File: config.mk
export PLATFORM = sky130hd
export DESIGN_NAME = walsh_hadamard_transform
export DESIGN_NICKNAME = d
export VERILOG_FILES = /design/src/wht_pkg.sv /design/src/wht_ram.sv /design/src/wht_ctrl.sv /design/src/wht_datapath.sv /design/src/walsh_hadamard_transform.sv
export VERILOG_INCLUDE_DIRS = /design/src /design/src/src
export SDC_FILE = /design/constraint.sdc
export NUM_CORES = 2
export LEC_CHECK = 0
export ABC_CLOCK_PERIOD_IN_PS = 10000
export BUFFER_PORTS_ARGS = -buffer_cell sky130_fd_sc_hd__buf_2
export CAP_MARGIN = 10
export CORE_MARGIN = 1
export CORE_UTILIZATION = 60
export CTS_BUF_LIST = sky130_fd_sc_hd__clkbuf_4
export CTS_CLUSTER_DIAMETER = 50
export CTS_CLUSTER_SIZE = 25
export DETAILED_ROUTE_END_ITERATION = 7
export PLACE_DENSITY = 0.77
export SLEW_MARGIN = 5
export SYNTH_ARGS = -nofsm -noshare
export SYNTH_HDL_FRONTEND = slang
export SYNTH_SLANG_ARGS = --single-unit
File: constraint.sdc
create_clock -name clock -period 10 [get_ports clock]
set_input_delay 1 -clock clock [delete_from_list [all_inputs] [get_ports clock]]
set_output_delay 1 -clock clock [all_outputs]
set_load 0.05 [all_outputs]
File: src/walsh_hadamard_transform_defines.svh
`ifndef WALSH_HADAMARD_TRANSFORM_DEFINES_SVH
`define WALSH_HADAMARD_TRANSFORM_DEFINES_SVH

// same-cycle implication, sampled on the rising clock edge, off during reset
`define WHT_ASSERT_NOW(lbl, ante, cons) \
   lbl: assert property (@(posedge clock) disable iff (reset) (ante) |-> (cons)) \
      else $error("wht assertion failed");

// next-cycle implication, sampled on the rising clock edge, off during reset
`define WHT_ASSERT_NEXT(lbl, ante, cons) \
   lbl: assert property (@(posedge clock) disable iff (reset) (ante) |=> (cons)) \
      else $error("wht assertion failed");

`endif

File: src/wht_pkg.sv
`default_nettype none

package wht_pkg;

   // build defaults
   localparam int LOG2_MAX_DEF     = 6;
   localparam int SAMPLE_WIDTH_DEF = 16;

   // fixed widths
   localparam int COEF_WIDTH = 22;
   localparam int CFG_WIDTH  = 3;
   localparam int CSR_ADDR_W = 3;
   localparam int CSR_DATA_W = 32;

   // register map (word index taken from the address)
   localparam logic REG_SIZE_LOG2 = 1'b0;
   localparam logic [CFG_WIDTH-1:0] SIZE_LOG2_RESET = 3'd6;

   // source of the buffer write data
   typedef enum logic [1:0] {
      WR_SAMPLE,
      WR_SUM,
      WR_DIFF
   } wr_sel_type;

   // controller to datapath command
   typedef struct packed {
      logic       rd_en;
      logic       wr_en;
      wr_sel_type wr_sel;
      logic       out_load;
      logic       out_last;
   } cmd_type;

endpackage

`default_nettype wire

File: src/wht_ram.sv
`default_nettype none

module wht_ram #(
   parameter int WIDTH = 22,
   parameter int DEPTH = 64
) (
   input  wire logic                     clock,
   input  wire logic                     wr_en,
   input  wire logic [$clog2(DEPTH)-1:0] wr_addr,
   input  wire logic [WIDTH-1:0]         wr_data,
   input  wire logic                     rd_en,
   input  wire logic [$clog2(DEPTH)-1:0] rd_addr_a,
   input  wire logic [$clog2(DEPTH)-1:0] rd_addr_b,
   output logic      [WIDTH-1:0]         rd_data_a,
   output logic      [WIDTH-1:0]         rd_data_b
);

   logic [WIDTH-1:0] mem_ff [DEPTH];
   logic [WIDTH-1:0] rd_data_a_ff;
   logic [WIDTH-1:0] rd_data_b_ff;

   // one write port, two registered read ports
   always_ff @(posedge clock) begin
      if (wr_en) begin
         mem_ff[wr_addr] <= wr_data;
      end
      if (rd_en) begin
         rd_data_a_ff <= mem_ff[rd_addr_a];
         rd_data_b_ff <= mem_ff[rd_addr_b];
      end
   end

   assign rd_data_a = rd_data_a_ff;
   assign rd_data_b = rd_data_b_ff;

endmodule

`default_nettype wire

File: src/wht_ctrl.sv
`default_nettype none

module wht_ctrl
   import wht_pkg::*;
#(
   parameter int LOG2_MAX = LOG2_MAX_DEF
) (
   input  wire logic                 clock,
   input  wire logic                 reset,
   input  wire logic [CFG_WIDTH-1:0] size_log2,
   input  wire logic                 cfg_wr,
   input  wire logic                 req_valid,
   output logic                      req_ready,
   input  wire logic                 rsp_ready,
   output logic                      rsp_valid,
   output cmd_type                   cmd,
   output logic [LOG2_MAX-1:0]       rd_addr_a,
   output logic [LOG2_MAX-1:0]       rd_addr_b,
   output logic [LOG2_MAX-1:0]       wr_addr,
   output logic [LOG2_MAX-1:0]       out_index
);

   typedef enum logic [2:0] {
      ST_LOAD,
      ST_BF_READ,
      ST_BF_SUM,
      ST_BF_DIFF,
      ST_EM_READ,
      ST_EM_LOAD,
      ST_EM_WAIT
   } state_type;

   state_type                state_ff, state_in;
   logic [LOG2_MAX-1:0]      k_ff, k_in;
   logic [CFG_WIDTH-1:0]     sh_ff, sh_in;
   logic                     rsp_valid_ff, rsp_valid_in;

   logic [LOG2_MAX:0]        n_wide;
   logic [LOG2_MAX-1:0]      last_idx;
   logic [LOG2_MAX-1:0]      half_last;
   logic [LOG2_MAX-1:0]      k_next;

   // distance between the two entries of a butterfly
   function automatic logic [LOG2_MAX-1:0] stride_of(input logic [CFG_WIDTH-1:0] sh);
      logic [LOG2_MAX:0] sw;
      sw = (LOG2_MAX+1)'(1) << sh;
      return sw[LOG2_MAX-1:0];
   endfunction

   // butterfly number k -> lower entry: a zero bit inserted at the stride position
   function automatic logic [LOG2_MAX-1:0] pair_lo(input logic [LOG2_MAX-1:0] k,
                                                 input logic [CFG_WIDTH-1:0] sh);
      logic [LOG2_MAX-1:0] low;
      logic [LOG2_MAX-1:0] high;
      low  = stride_of(sh) - 1'b1;
      high = k & ~low;
      return (high << 1) | (k & low);
   endfunction

   // frame length terms
   always_comb begin
      n_wide    = (LOG2_MAX+1)'(1) << size_log2;
      last_idx  = n_wide[LOG2_MAX-1:0] - 1'b1;
      half_last = last_idx >> 1;
      k_next    = k_ff + 1'b1;
   end

   // sequencing and commands
   always_comb begin
      state_in     = state_ff;
      k_in         = k_ff;
      sh_in        = sh_ff;
      rsp_valid_in = rsp_valid_ff;
      cmd          = '{rd_en: 1'b0, wr_en: 1'b0, wr_sel: WR_SAMPLE,
                       out_load: 1'b0, out_last: 1'b0};
      rd_addr_a    = pair_lo(k_ff, sh_ff);
      rd_addr_b    = pair_lo(k_ff, sh_ff) | stride_of(sh_ff);
      wr_addr      = k_ff;
      req_ready    = 1'b0;
      out_index    = k_ff;

      case (state_ff)
         ST_LOAD: begin
            req_ready = 1'b1;
            if (req_valid) begin
               cmd.wr_en  = 1'b1;
               cmd.wr_sel = WR_SAMPLE;
               if (k_ff == last_idx) begin
                  k_in     = '0;
                  sh_in    = size_log2 - 1'b1;
                  state_in = ST_BF_READ;
               end else begin
                  k_in = k_next;
               end
            end
            if (cfg_wr) begin
               k_in = '0;
            end
         end
         ST_BF_READ: begin
            cmd.rd_en = 1'b1;
            state_in  = ST_BF_SUM;
         end
         ST_BF_SUM: begin
            cmd.wr_en  = 1'b1;
            cmd.wr_sel = WR_SUM;
            wr_addr    = pair_lo(k_ff, sh_ff);
            state_in   = ST_BF_DIFF;
         end
         ST_BF_DIFF: begin
            cmd.wr_en  = 1'b1;
            cmd.wr_sel = WR_DIFF;
            wr_addr    = pair_lo(k_ff, sh_ff) | stride_of(sh_ff);
            if (k_ff != half_last) begin
               // next butterfly of the same pass, read overlapped with this write
               cmd.rd_en = 1'b1;
               rd_addr_a = pair_lo(k_next, sh_ff);
               rd_addr_b = pair_lo(k_next, sh_ff) | stride_of(sh_ff);
               k_in      = k_next;
               state_in  = ST_BF_SUM;
            end else if (sh_ff != '0) begin
               k_in     = '0;
               sh_in    = sh_ff - 1'b1;
               state_in = ST_BF_READ;
            end else begin
               k_in     = '0;
               state_in = ST_EM_READ;
            end
         end
         ST_EM_READ: begin
            cmd.rd_en = 1'b1;
            rd_addr_a = k_ff;
            state_in  = ST_EM_LOAD;
         end
         ST_EM_LOAD: begin
            cmd.out_load = 1'b1;
            cmd.out_last = (k_ff == last_idx);
            rsp_valid_in = 1'b1;
            state_in     = ST_EM_WAIT;
         end
         ST_EM_WAIT: begin
            if (rsp_ready) begin
               rsp_valid_in = 1'b0;
               if (k_ff == last_idx) begin
                  k_in     = '0;
                  state_in = ST_LOAD;
               end else begin
                  cmd.rd_en = 1'b1;
                  rd_addr_a = k_next;
                  k_in      = k_next;
                  state_in  = ST_EM_LOAD;
               end
            end
         end
         default: begin
            state_in = ST_LOAD;
         end
      endcase
   end

   // state and registered outputs
   always_ff @(posedge clock) begin
      if (reset) begin
         state_ff     <= ST_LOAD;
         k_ff         <= '0;
         sh_ff        <= '0;
         rsp_valid_ff <= 1'b0;
      end else begin
         state_ff     <= state_in;
         k_ff         <= k_in;
         sh_ff        <= sh_in;
         rsp_valid_ff <= rsp_valid_in;
      end
   end

   assign rsp_valid = rsp_valid_ff;

endmodule

`default_nettype wire

File: src/wht_datapath.sv
`default_nettype none

module wht_datapath
   import wht_pkg::*;
#(
   parameter int LOG2_MAX     = LOG2_MAX_DEF,
   parameter int SAMPLE_WIDTH = SAMPLE_WIDTH_DEF
) (
   input  wire logic                           clock,
   input  wire cmd_type                        cmd,
   input  wire logic        [LOG2_MAX-1:0]     rd_addr_a,
   input  wire logic        [LOG2_MAX-1:0]     rd_addr_b,
   input  wire logic        [LOG2_MAX-1:0]     wr_addr,
   input  wire logic        [LOG2_MAX-1:0]     out_index,
   input  wire logic signed [SAMPLE_WIDTH-1:0] req_sample,
   output logic signed      [COEF_WIDTH-1:0]   rsp_coefficient,
   output logic             [LOG2_MAX-1:0]     rsp_coef_index,
   output logic                                rsp_last_coef
);

   localparam int DEPTH = 1 << LOG2_MAX;

   logic [COEF_WIDTH-1:0] rd_data_a;
   logic [COEF_WIDTH-1:0] rd_data_b;
   logic [COEF_WIDTH-1:0] wr_data;
   logic [COEF_WIDTH-1:0] sample_ext;

   logic [COEF_WIDTH-1:0] coef_ff;
   logic [LOG2_MAX-1:0]   index_ff;
   logic                  last_ff;

   // work buffer
   wht_ram #(
      .WIDTH (COEF_WIDTH),
      .DEPTH (DEPTH)
   ) u_buf (
      .clock     (clock),
      .wr_en     (cmd.wr_en),
      .wr_addr   (wr_addr),
      .wr_data   (wr_data),
      .rd_en     (cmd.rd_en),
      .rd_addr_a (rd_addr_a),
      .rd_addr_b (rd_addr_b),
      .rd_data_a (rd_data_a),
      .rd_data_b (rd_data_b)
   );

   // sign extension (or truncation) of the sample to buffer width
   assign sample_ext = COEF_WIDTH'(req_sample);

   // write data: new sample, butterfly sum or difference (modulo buffer width)
   always_comb begin
      case (cmd.wr_sel)
         WR_SAMPLE: wr_data = sample_ext;
         WR_SUM:    wr_data = rd_data_a + rd_data_b;
         WR_DIFF:   wr_data = rd_data_a - rd_data_b;
         default:   wr_data = sample_ext;
      endcase
   end

   // output register
   always_ff @(posedge clock) begin
      if (cmd.out_load) begin
         coef_ff  <= rd_data_a;
         index_ff <= out_index;
         last_ff  <= cmd.out_last;
      end
   end

   assign rsp_coefficient = coef_ff;
   assign rsp_coef_index  = index_ff;
   assign rsp_last_coef   = last_ff;

endmodule

`default_nettype wire

File: src/walsh_hadamard_transform.sv
// Frame of N = 2^size_log2 samples, loaded one beat per cycle while req_valid is high.
// Transform: log2(N) passes of N/2 butterflies, a sum write then a difference write per butterfly.
// Coefficients then leave in index order, each held until rsp_ready takes it;
// no new sample is taken until the last one leaves.
// Synchronous active-high reset: size_log2 = 6, empty frame, buffer contents left as they are.
`default_nettype none
`include "walsh_hadamard_transform_defines.svh"

module walsh_hadamard_transform
   import wht_pkg::*;
#(
   parameter int LOG2_MAX     = LOG2_MAX_DEF,
   parameter int SAMPLE_WIDTH = SAMPLE_WIDTH_DEF
) (
   input  wire logic                           clock,
   input  wire logic                           reset,
   // sample beats
   input  wire logic                           req_valid,
   output logic                                req_ready,
   input  wire logic signed [SAMPLE_WIDTH-1:0] req_sample,
   // coefficient beats
   output logic                                rsp_valid,
   input  wire logic                           rsp_ready,
   output logic signed      [COEF_WIDTH-1:0]   rsp_coefficient,
   output logic             [LOG2_MAX-1:0]     rsp_coef_index,
   output logic                                rsp_last_coef,
   // register port
   input  wire logic                           csr_psel,
   input  wire logic                           csr_penable,
   input  wire logic                           csr_pwrite,
   input  wire logic        [CSR_ADDR_W-1:0]   csr_paddr,
   input  wire logic        [CSR_DATA_W-1:0]   csr_pwdata,
   output logic             [CSR_DATA_W-1:0]   csr_prdata,
   output logic                                csr_pready
);

   logic [CFG_WIDTH-1:0] size_log2_ff;
   logic [CFG_WIDTH-1:0] size_log2_in;
   logic [CFG_WIDTH-1:0] size_eff;
   logic                 cfg_wr;

   cmd_type              cmd;
   logic [LOG2_MAX-1:0]  rd_addr_a;
   logic [LOG2_MAX-1:0]  rd_addr_b;
   logic [LOG2_MAX-1:0]  wr_addr;
   logic [LOG2_MAX-1:0]  out_index;

   // register write decode
   assign csr_pready   = 1'b1;
   assign cfg_wr       = csr_psel && csr_penable && csr_pwrite && csr_pready
                         && (csr_paddr[2] == REG_SIZE_LOG2);
   assign size_log2_in = cfg_wr ? csr_pwdata[CFG_WIDTH-1:0] : size_log2_ff;

   always_ff @(posedge clock) begin
      if (reset) begin
         size_log2_ff <= SIZE_LOG2_RESET;
      end else begin
         size_log2_ff <= size_log2_in;
      end
   end

   // register read
   assign csr_prdata = (csr_paddr[2] == REG_SIZE_LOG2) ? CSR_DATA_W'(size_log2_ff) : '0;

   // size clamped to 1..LOG2_MAX
   always_comb begin
      if (size_log2_ff == '0) begin
         size_eff = CFG_WIDTH'(1);
      end else if (size_log2_ff > CFG_WIDTH'(LOG2_MAX)) begin
         size_eff = CFG_WIDTH'(LOG2_MAX);
      end else begin
         size_eff = size_log2_ff;
      end
   end

   wht_ctrl #(
      .LOG2_MAX (LOG2_MAX)
   ) u_ctrl (
      .clock     (clock),
      .reset     (reset),
      .size_log2 (size_eff),
      .cfg_wr    (cfg_wr),
      .req_valid (req_valid),
      .req_ready (req_ready),
      .rsp_ready (rsp_ready),
      .rsp_valid (rsp_valid),
      .cmd       (cmd),
      .rd_addr_a (rd_addr_a),
      .rd_addr_b (rd_addr_b),
      .wr_addr   (wr_addr),
      .out_index (out_index)
   );

   wht_datapath #(
      .LOG2_MAX     (LOG2_MAX),
      .SAMPLE_WIDTH (SAMPLE_WIDTH)
   ) u_datapath (
      .clock           (clock),
      .cmd             (cmd),
      .rd_addr_a       (rd_addr_a),
      .rd_addr_b       (rd_addr_b),
      .wr_addr         (wr_addr),
      .out_index       (out_index),
      .req_sample      (req_sample),
      .rsp_coefficient (rsp_coefficient),
      .rsp_coef_index  (rsp_coef_index),
      .rsp_last_coef   (rsp_last_coef)
   );

   // loading and draining never overlap
   `WHT_ASSERT_NOW(a_load_drain_apart, rsp_valid, !req_ready)
   // after the last coefficient the block is back to loading
   `WHT_ASSERT_NEXT(a_last_reopens, rsp_valid && rsp_ready && rsp_last_coef, req_ready)
   // a coefficient beat that is not the last is followed by a gap in rsp_valid while the next is loaded
   `WHT_ASSERT_NEXT(a_emit_gap, rsp_valid && rsp_ready && !rsp_last_coef, !rsp_valid)

endmodule

`default_nettype wire

==> results.json <==
{
  "combinational_share_of_power_pct": 16.2,
  "final.period_utilization_pct": 73.3,
  "net_sw_power_mw": 3.81,
  "synthTopCellsByArea": "edfxtp_1, mux2i_1, nand2_1",
  "maximum_number_of_pins_on_one_net_before_global_route_repair": 175,
  "worst-path-buf-inv": 1,
  "grt_pass1_vias": 49388,
  "placed_area_mm2": 0.0762,
  "grt_antenna_before_repair": 3,
  "chipHeight_um": 354,
  "cp-end-kind": "register",
  "synth-main-ff-cell": "edfxtp_1",
  "achievable-frequency_mhz": 136,
  "tritoncts_clock_tree": "yes",
  "synth_common_cells": "edfxtp_1, mux2i_1, nand2_1, o22ai_1, clkbuf_1",
  "p_leak_nw": 23.8,
  "cts_root_buffer": "clkbuf_4",
  "die_w_um": 354,
  "globalplace.congestion": 0.946,
  "final_design_area_no_fill_mm2": 0.0786,
  "finalWirelength_um": 224000,
  "grt_pass1_wl_um": 320000,
  "fraction_of_power_spent_switching_nets_pct": 30.1,
  "maxCapViolCount": 0,
  "start_util_pct": 60.7,
  "ys_warn_count": 0,
  "number_of_i_o_port_buffers": 60,
  "timing.critical_path.cells": "nand3_1 -> inv_2 -> ha_2 -> mux2i_1 -> ha_1 -> nor2b_1 -> o21ai_0 -> a21boi_0 -> o21ai_0 -> a211oi_1 -> o21a_1 -> o31a_1 -> or4_1 -> a31oi_1 -> xnor2_1 -> mux2_2",
  "ys_seq_elements": 1497,
  "post-synth-top-count-cell": "edfxtp_1",
  "grt_use_total_pct": 34.9,
  "timing.final.crit_period_ns": 7.33,
  "power.clock.fraction_pct": 26.8,
  "drt.antenna.violating_nets": 0,
  "timing.critical_path.arrival_ns": 8.07,
  "drt_pass1_iterations": 8,
  "synth-seq-area-share_pct": 60.4,
  "vias": 51125,
  "count_of_boundary_i_o_pins": 122,
  "hpwl_um": 141000,
  "worst_pin_slew_ns": 1.32,
  "synth.distinct_cells": 77,
  "required_ns": 10.74,
  "nFillCells": 8858,
  "coreArea_mm2": 0.122,
  "report.final.slew_viol_count": 0,
  "cellPowerDensity_mw_per_mm2": 161,
  "power_report.internal_total_mw": 8.82,
  "global_route.overflow_total": 0,
  "power.total_mw": 12.6,
  "setup_repair_after_global_routing_missed_its_margin": "no",
  "std_cell_rows": 128,
  "post_synth.cell_area_avg_um2": 13.3,
  "critPathMaxStageDelay_ns": 1.01,
  "clkTransAtPathRegs_ns": 0.14,
  "post_drt_via_cell_ratio": 7.05,
  "synthArstFlopShare_pct": 0,
  "detailed_route_wire_length_per_cell_um": 30.8,
  "synth_enable_flop_cells": 1481,
  "synthDominantCellAreaShare_pct": 60.0,
  "cts-htree-levels": 4,
  "cts_made_buffers": 138,
  "cts.path.max_buffers": 3,
  "yosysTopAreaCell": "edfxtp_1",
  "worst_slew_margin_rel_pct": 11.8,
  "worst_clock_skew_ns": 0.0771,
  "setup-violations-final": 0,
  "clock_latency_reported_for_the_late_side_of_the_worst_skew_pair_ns": 1.18,
  "synth.cell_area_mm2": 0.0742,
  "hold_class": "in -> reg",
  "run_status": "completed",
  "irDropWorstVdd_mv": 0.154,
  "path_max_fanout": 64,
  "cts_resized": 0,
  "fin_tns_setup_ns": 0,
  "layout-drive-gt1-share_pct": 13.3,
  "die-area_mm2": 0.125,
  "syn-instance-count": 5574,
  "number_of_clock_sinks_seen_by_cts": 1497,
  "layout_net_count": 5598,
  "cp_dominant_cell_by_count": "o21ai_0",
  "drt_iter0_markers": 7367,
  "cp_top_family": "compound AO/OA/AOI/OAI gates",
  "seq_power_share_pct": 57.0,
  "hold_viol_final": 0,
  "critical_path_class": "reg -> reg",
  "worst_path_max_delay_cell": "mux2_2",
  "areaGrowthSynthToFinish_pct": 5.92,
  "drc": 0,
  "worst_setup_path_start_kind": "register"
}
[flip-flops by register name, summed over array words and instances (netlist names)]
register / flops
u_datapath.rsp_coef_index: 6
u_ctrl.rsp_valid: 1
u_ctrl.sh_ff: 3
u_datapath.u_buf.rd_data_b: 22
u_datapath.u_buf.mem_ff: 1408
size_log2_ff: 3
u_ctrl.out_index: 6
u_datapath.rsp_last_coef: 1
u_ctrl.state_ff: 3
u_datapath.u_buf.rd_data_a: 22
u_datapath.rsp_coefficient: 22
[area by class of cell]
type | count | area, um2 | area share [%]
sequential | 1497 | 44800 | 57.0
multi-input combinational | 3638 | 27700 | 35.3
tap | 1625 | 2030 | 2.59
timing repair buffer | 210 | 1670 | 2.12
clock inverter | 102 | 1120 | 1.42
clock buffer | 147 | 1100 | 1.40
inverter | 25 | 98.8 | 0.126
antenna | 10 | 25.0 | 0.0319
[layer usage]
layer,vias to the layer above,track usage (%),wire length [um]
met2,3459,53.9,102000
met1,25272,45.5,80600
met5,-,0,13
met3,718,5.57,23600
met4,2,24.4,17300
li1,21674,-,-
[kinds of logic (layout without fill, tap and decap cells)]
| family | after synthesis | count (layout) | synth area share (%) |
|---|---|---|---|
| mux | 1408 | 1408 | 19.3 |
| flops | 1497 | 1497 | 60.4 |
| other cells | 2 | 41 | 0.0101 |
| xor+xnor | 52 | 52 | 0.624 |
| compound gates | 919 | 919 | 8.86 |
| buf+inv | 468 | 484 | 3.18 |
| simple gates | 1198 | 1198 | 7.14 |
| fa+ha+maj | 30 | 30 | 0.516 |
[metrics by stage]
step / cells / utilization, % / hold slack (ns) / setup WS [ns]
global placement: 6988 / 62.3 / 0.463 / 3.27
finish: 7254 / 64.3 / 0.212 / 2.67
detailed placement: 6988 / 62.3 / 0.458 / 3.04
CTS: 7240 / 64.2 / 0.102 / 2.94
global route: 7251 / 64.3 / 0.135 / 2.39
floorplan: 5603 / - / 0.403 / 3.08
[worst reg2reg max path, stage by stage, from the launching register on]
cell,delay [ns]
dfxtp_1,0.79
nand3_1,0.66
inv_2,0.43
ha_2,0.57
mux2i_1,0.41
ha_1,0.29
nor2b_1,0.12
o21ai_0,0.22
a21boi_0,0.20
o21ai_0,0.41
a211oi_1,0.31
o21a_1,0.31
o31a_1,0.28
or4_1,0.44
a31oi_1,0.24
xnor2_1,0.13
mux2_2,1.01
[final timing paths]
check,slack (ns),cells past startpoint,end,start
setup / recovery,2.67,16,u_datapath.u_buf.mem_ff[5][21],u_ctrl.state_ff[1]
hold / removal,0.21,2,u_ctrl.sh_ff[0],reset
setup reg to reg,2.67,16,u_datapath.u_buf.mem_ff[5][21],u_ctrl.state_ff[1]
hold reg to reg,0.49,0,u_datapath.rsp_coefficient[10],u_datapath.u_buf.rd_data_a[10]
[cells in the final DEF (no fill, tap or decap), drive strengths merged, types with 129 or more instances in the layout]
master and n:
buf 207, mux2 170, a32o 169, clkbuf 147
o21ai 129, nor2 157, edfxtp 1481, nand3 212
o22ai 265, mux2i 1238, nand2 630
[timing repair]
item	4_1_cts	5_1_grt
buffers inserted	0	0
endpoints found under the setup margin	0	0
endpoints found under the hold margin	3	0
hold buffers	3	0
[power by group through the flow]
stage | Sequential [mW] | Clock, mW | Combinational [mW]
floorplan | 7.36 | 0 | 1.19
global placement | 7.34 | 0 | 1.95
detailed placement | 7.34 | 0 | 1.98
CTS | 7.20 | 3.40 | 1.99
global route | 7.21 | 3.62 | 2.09
finish | 7.20 | 3.38 | 2.05
Power figures use the tool's default switching activity.
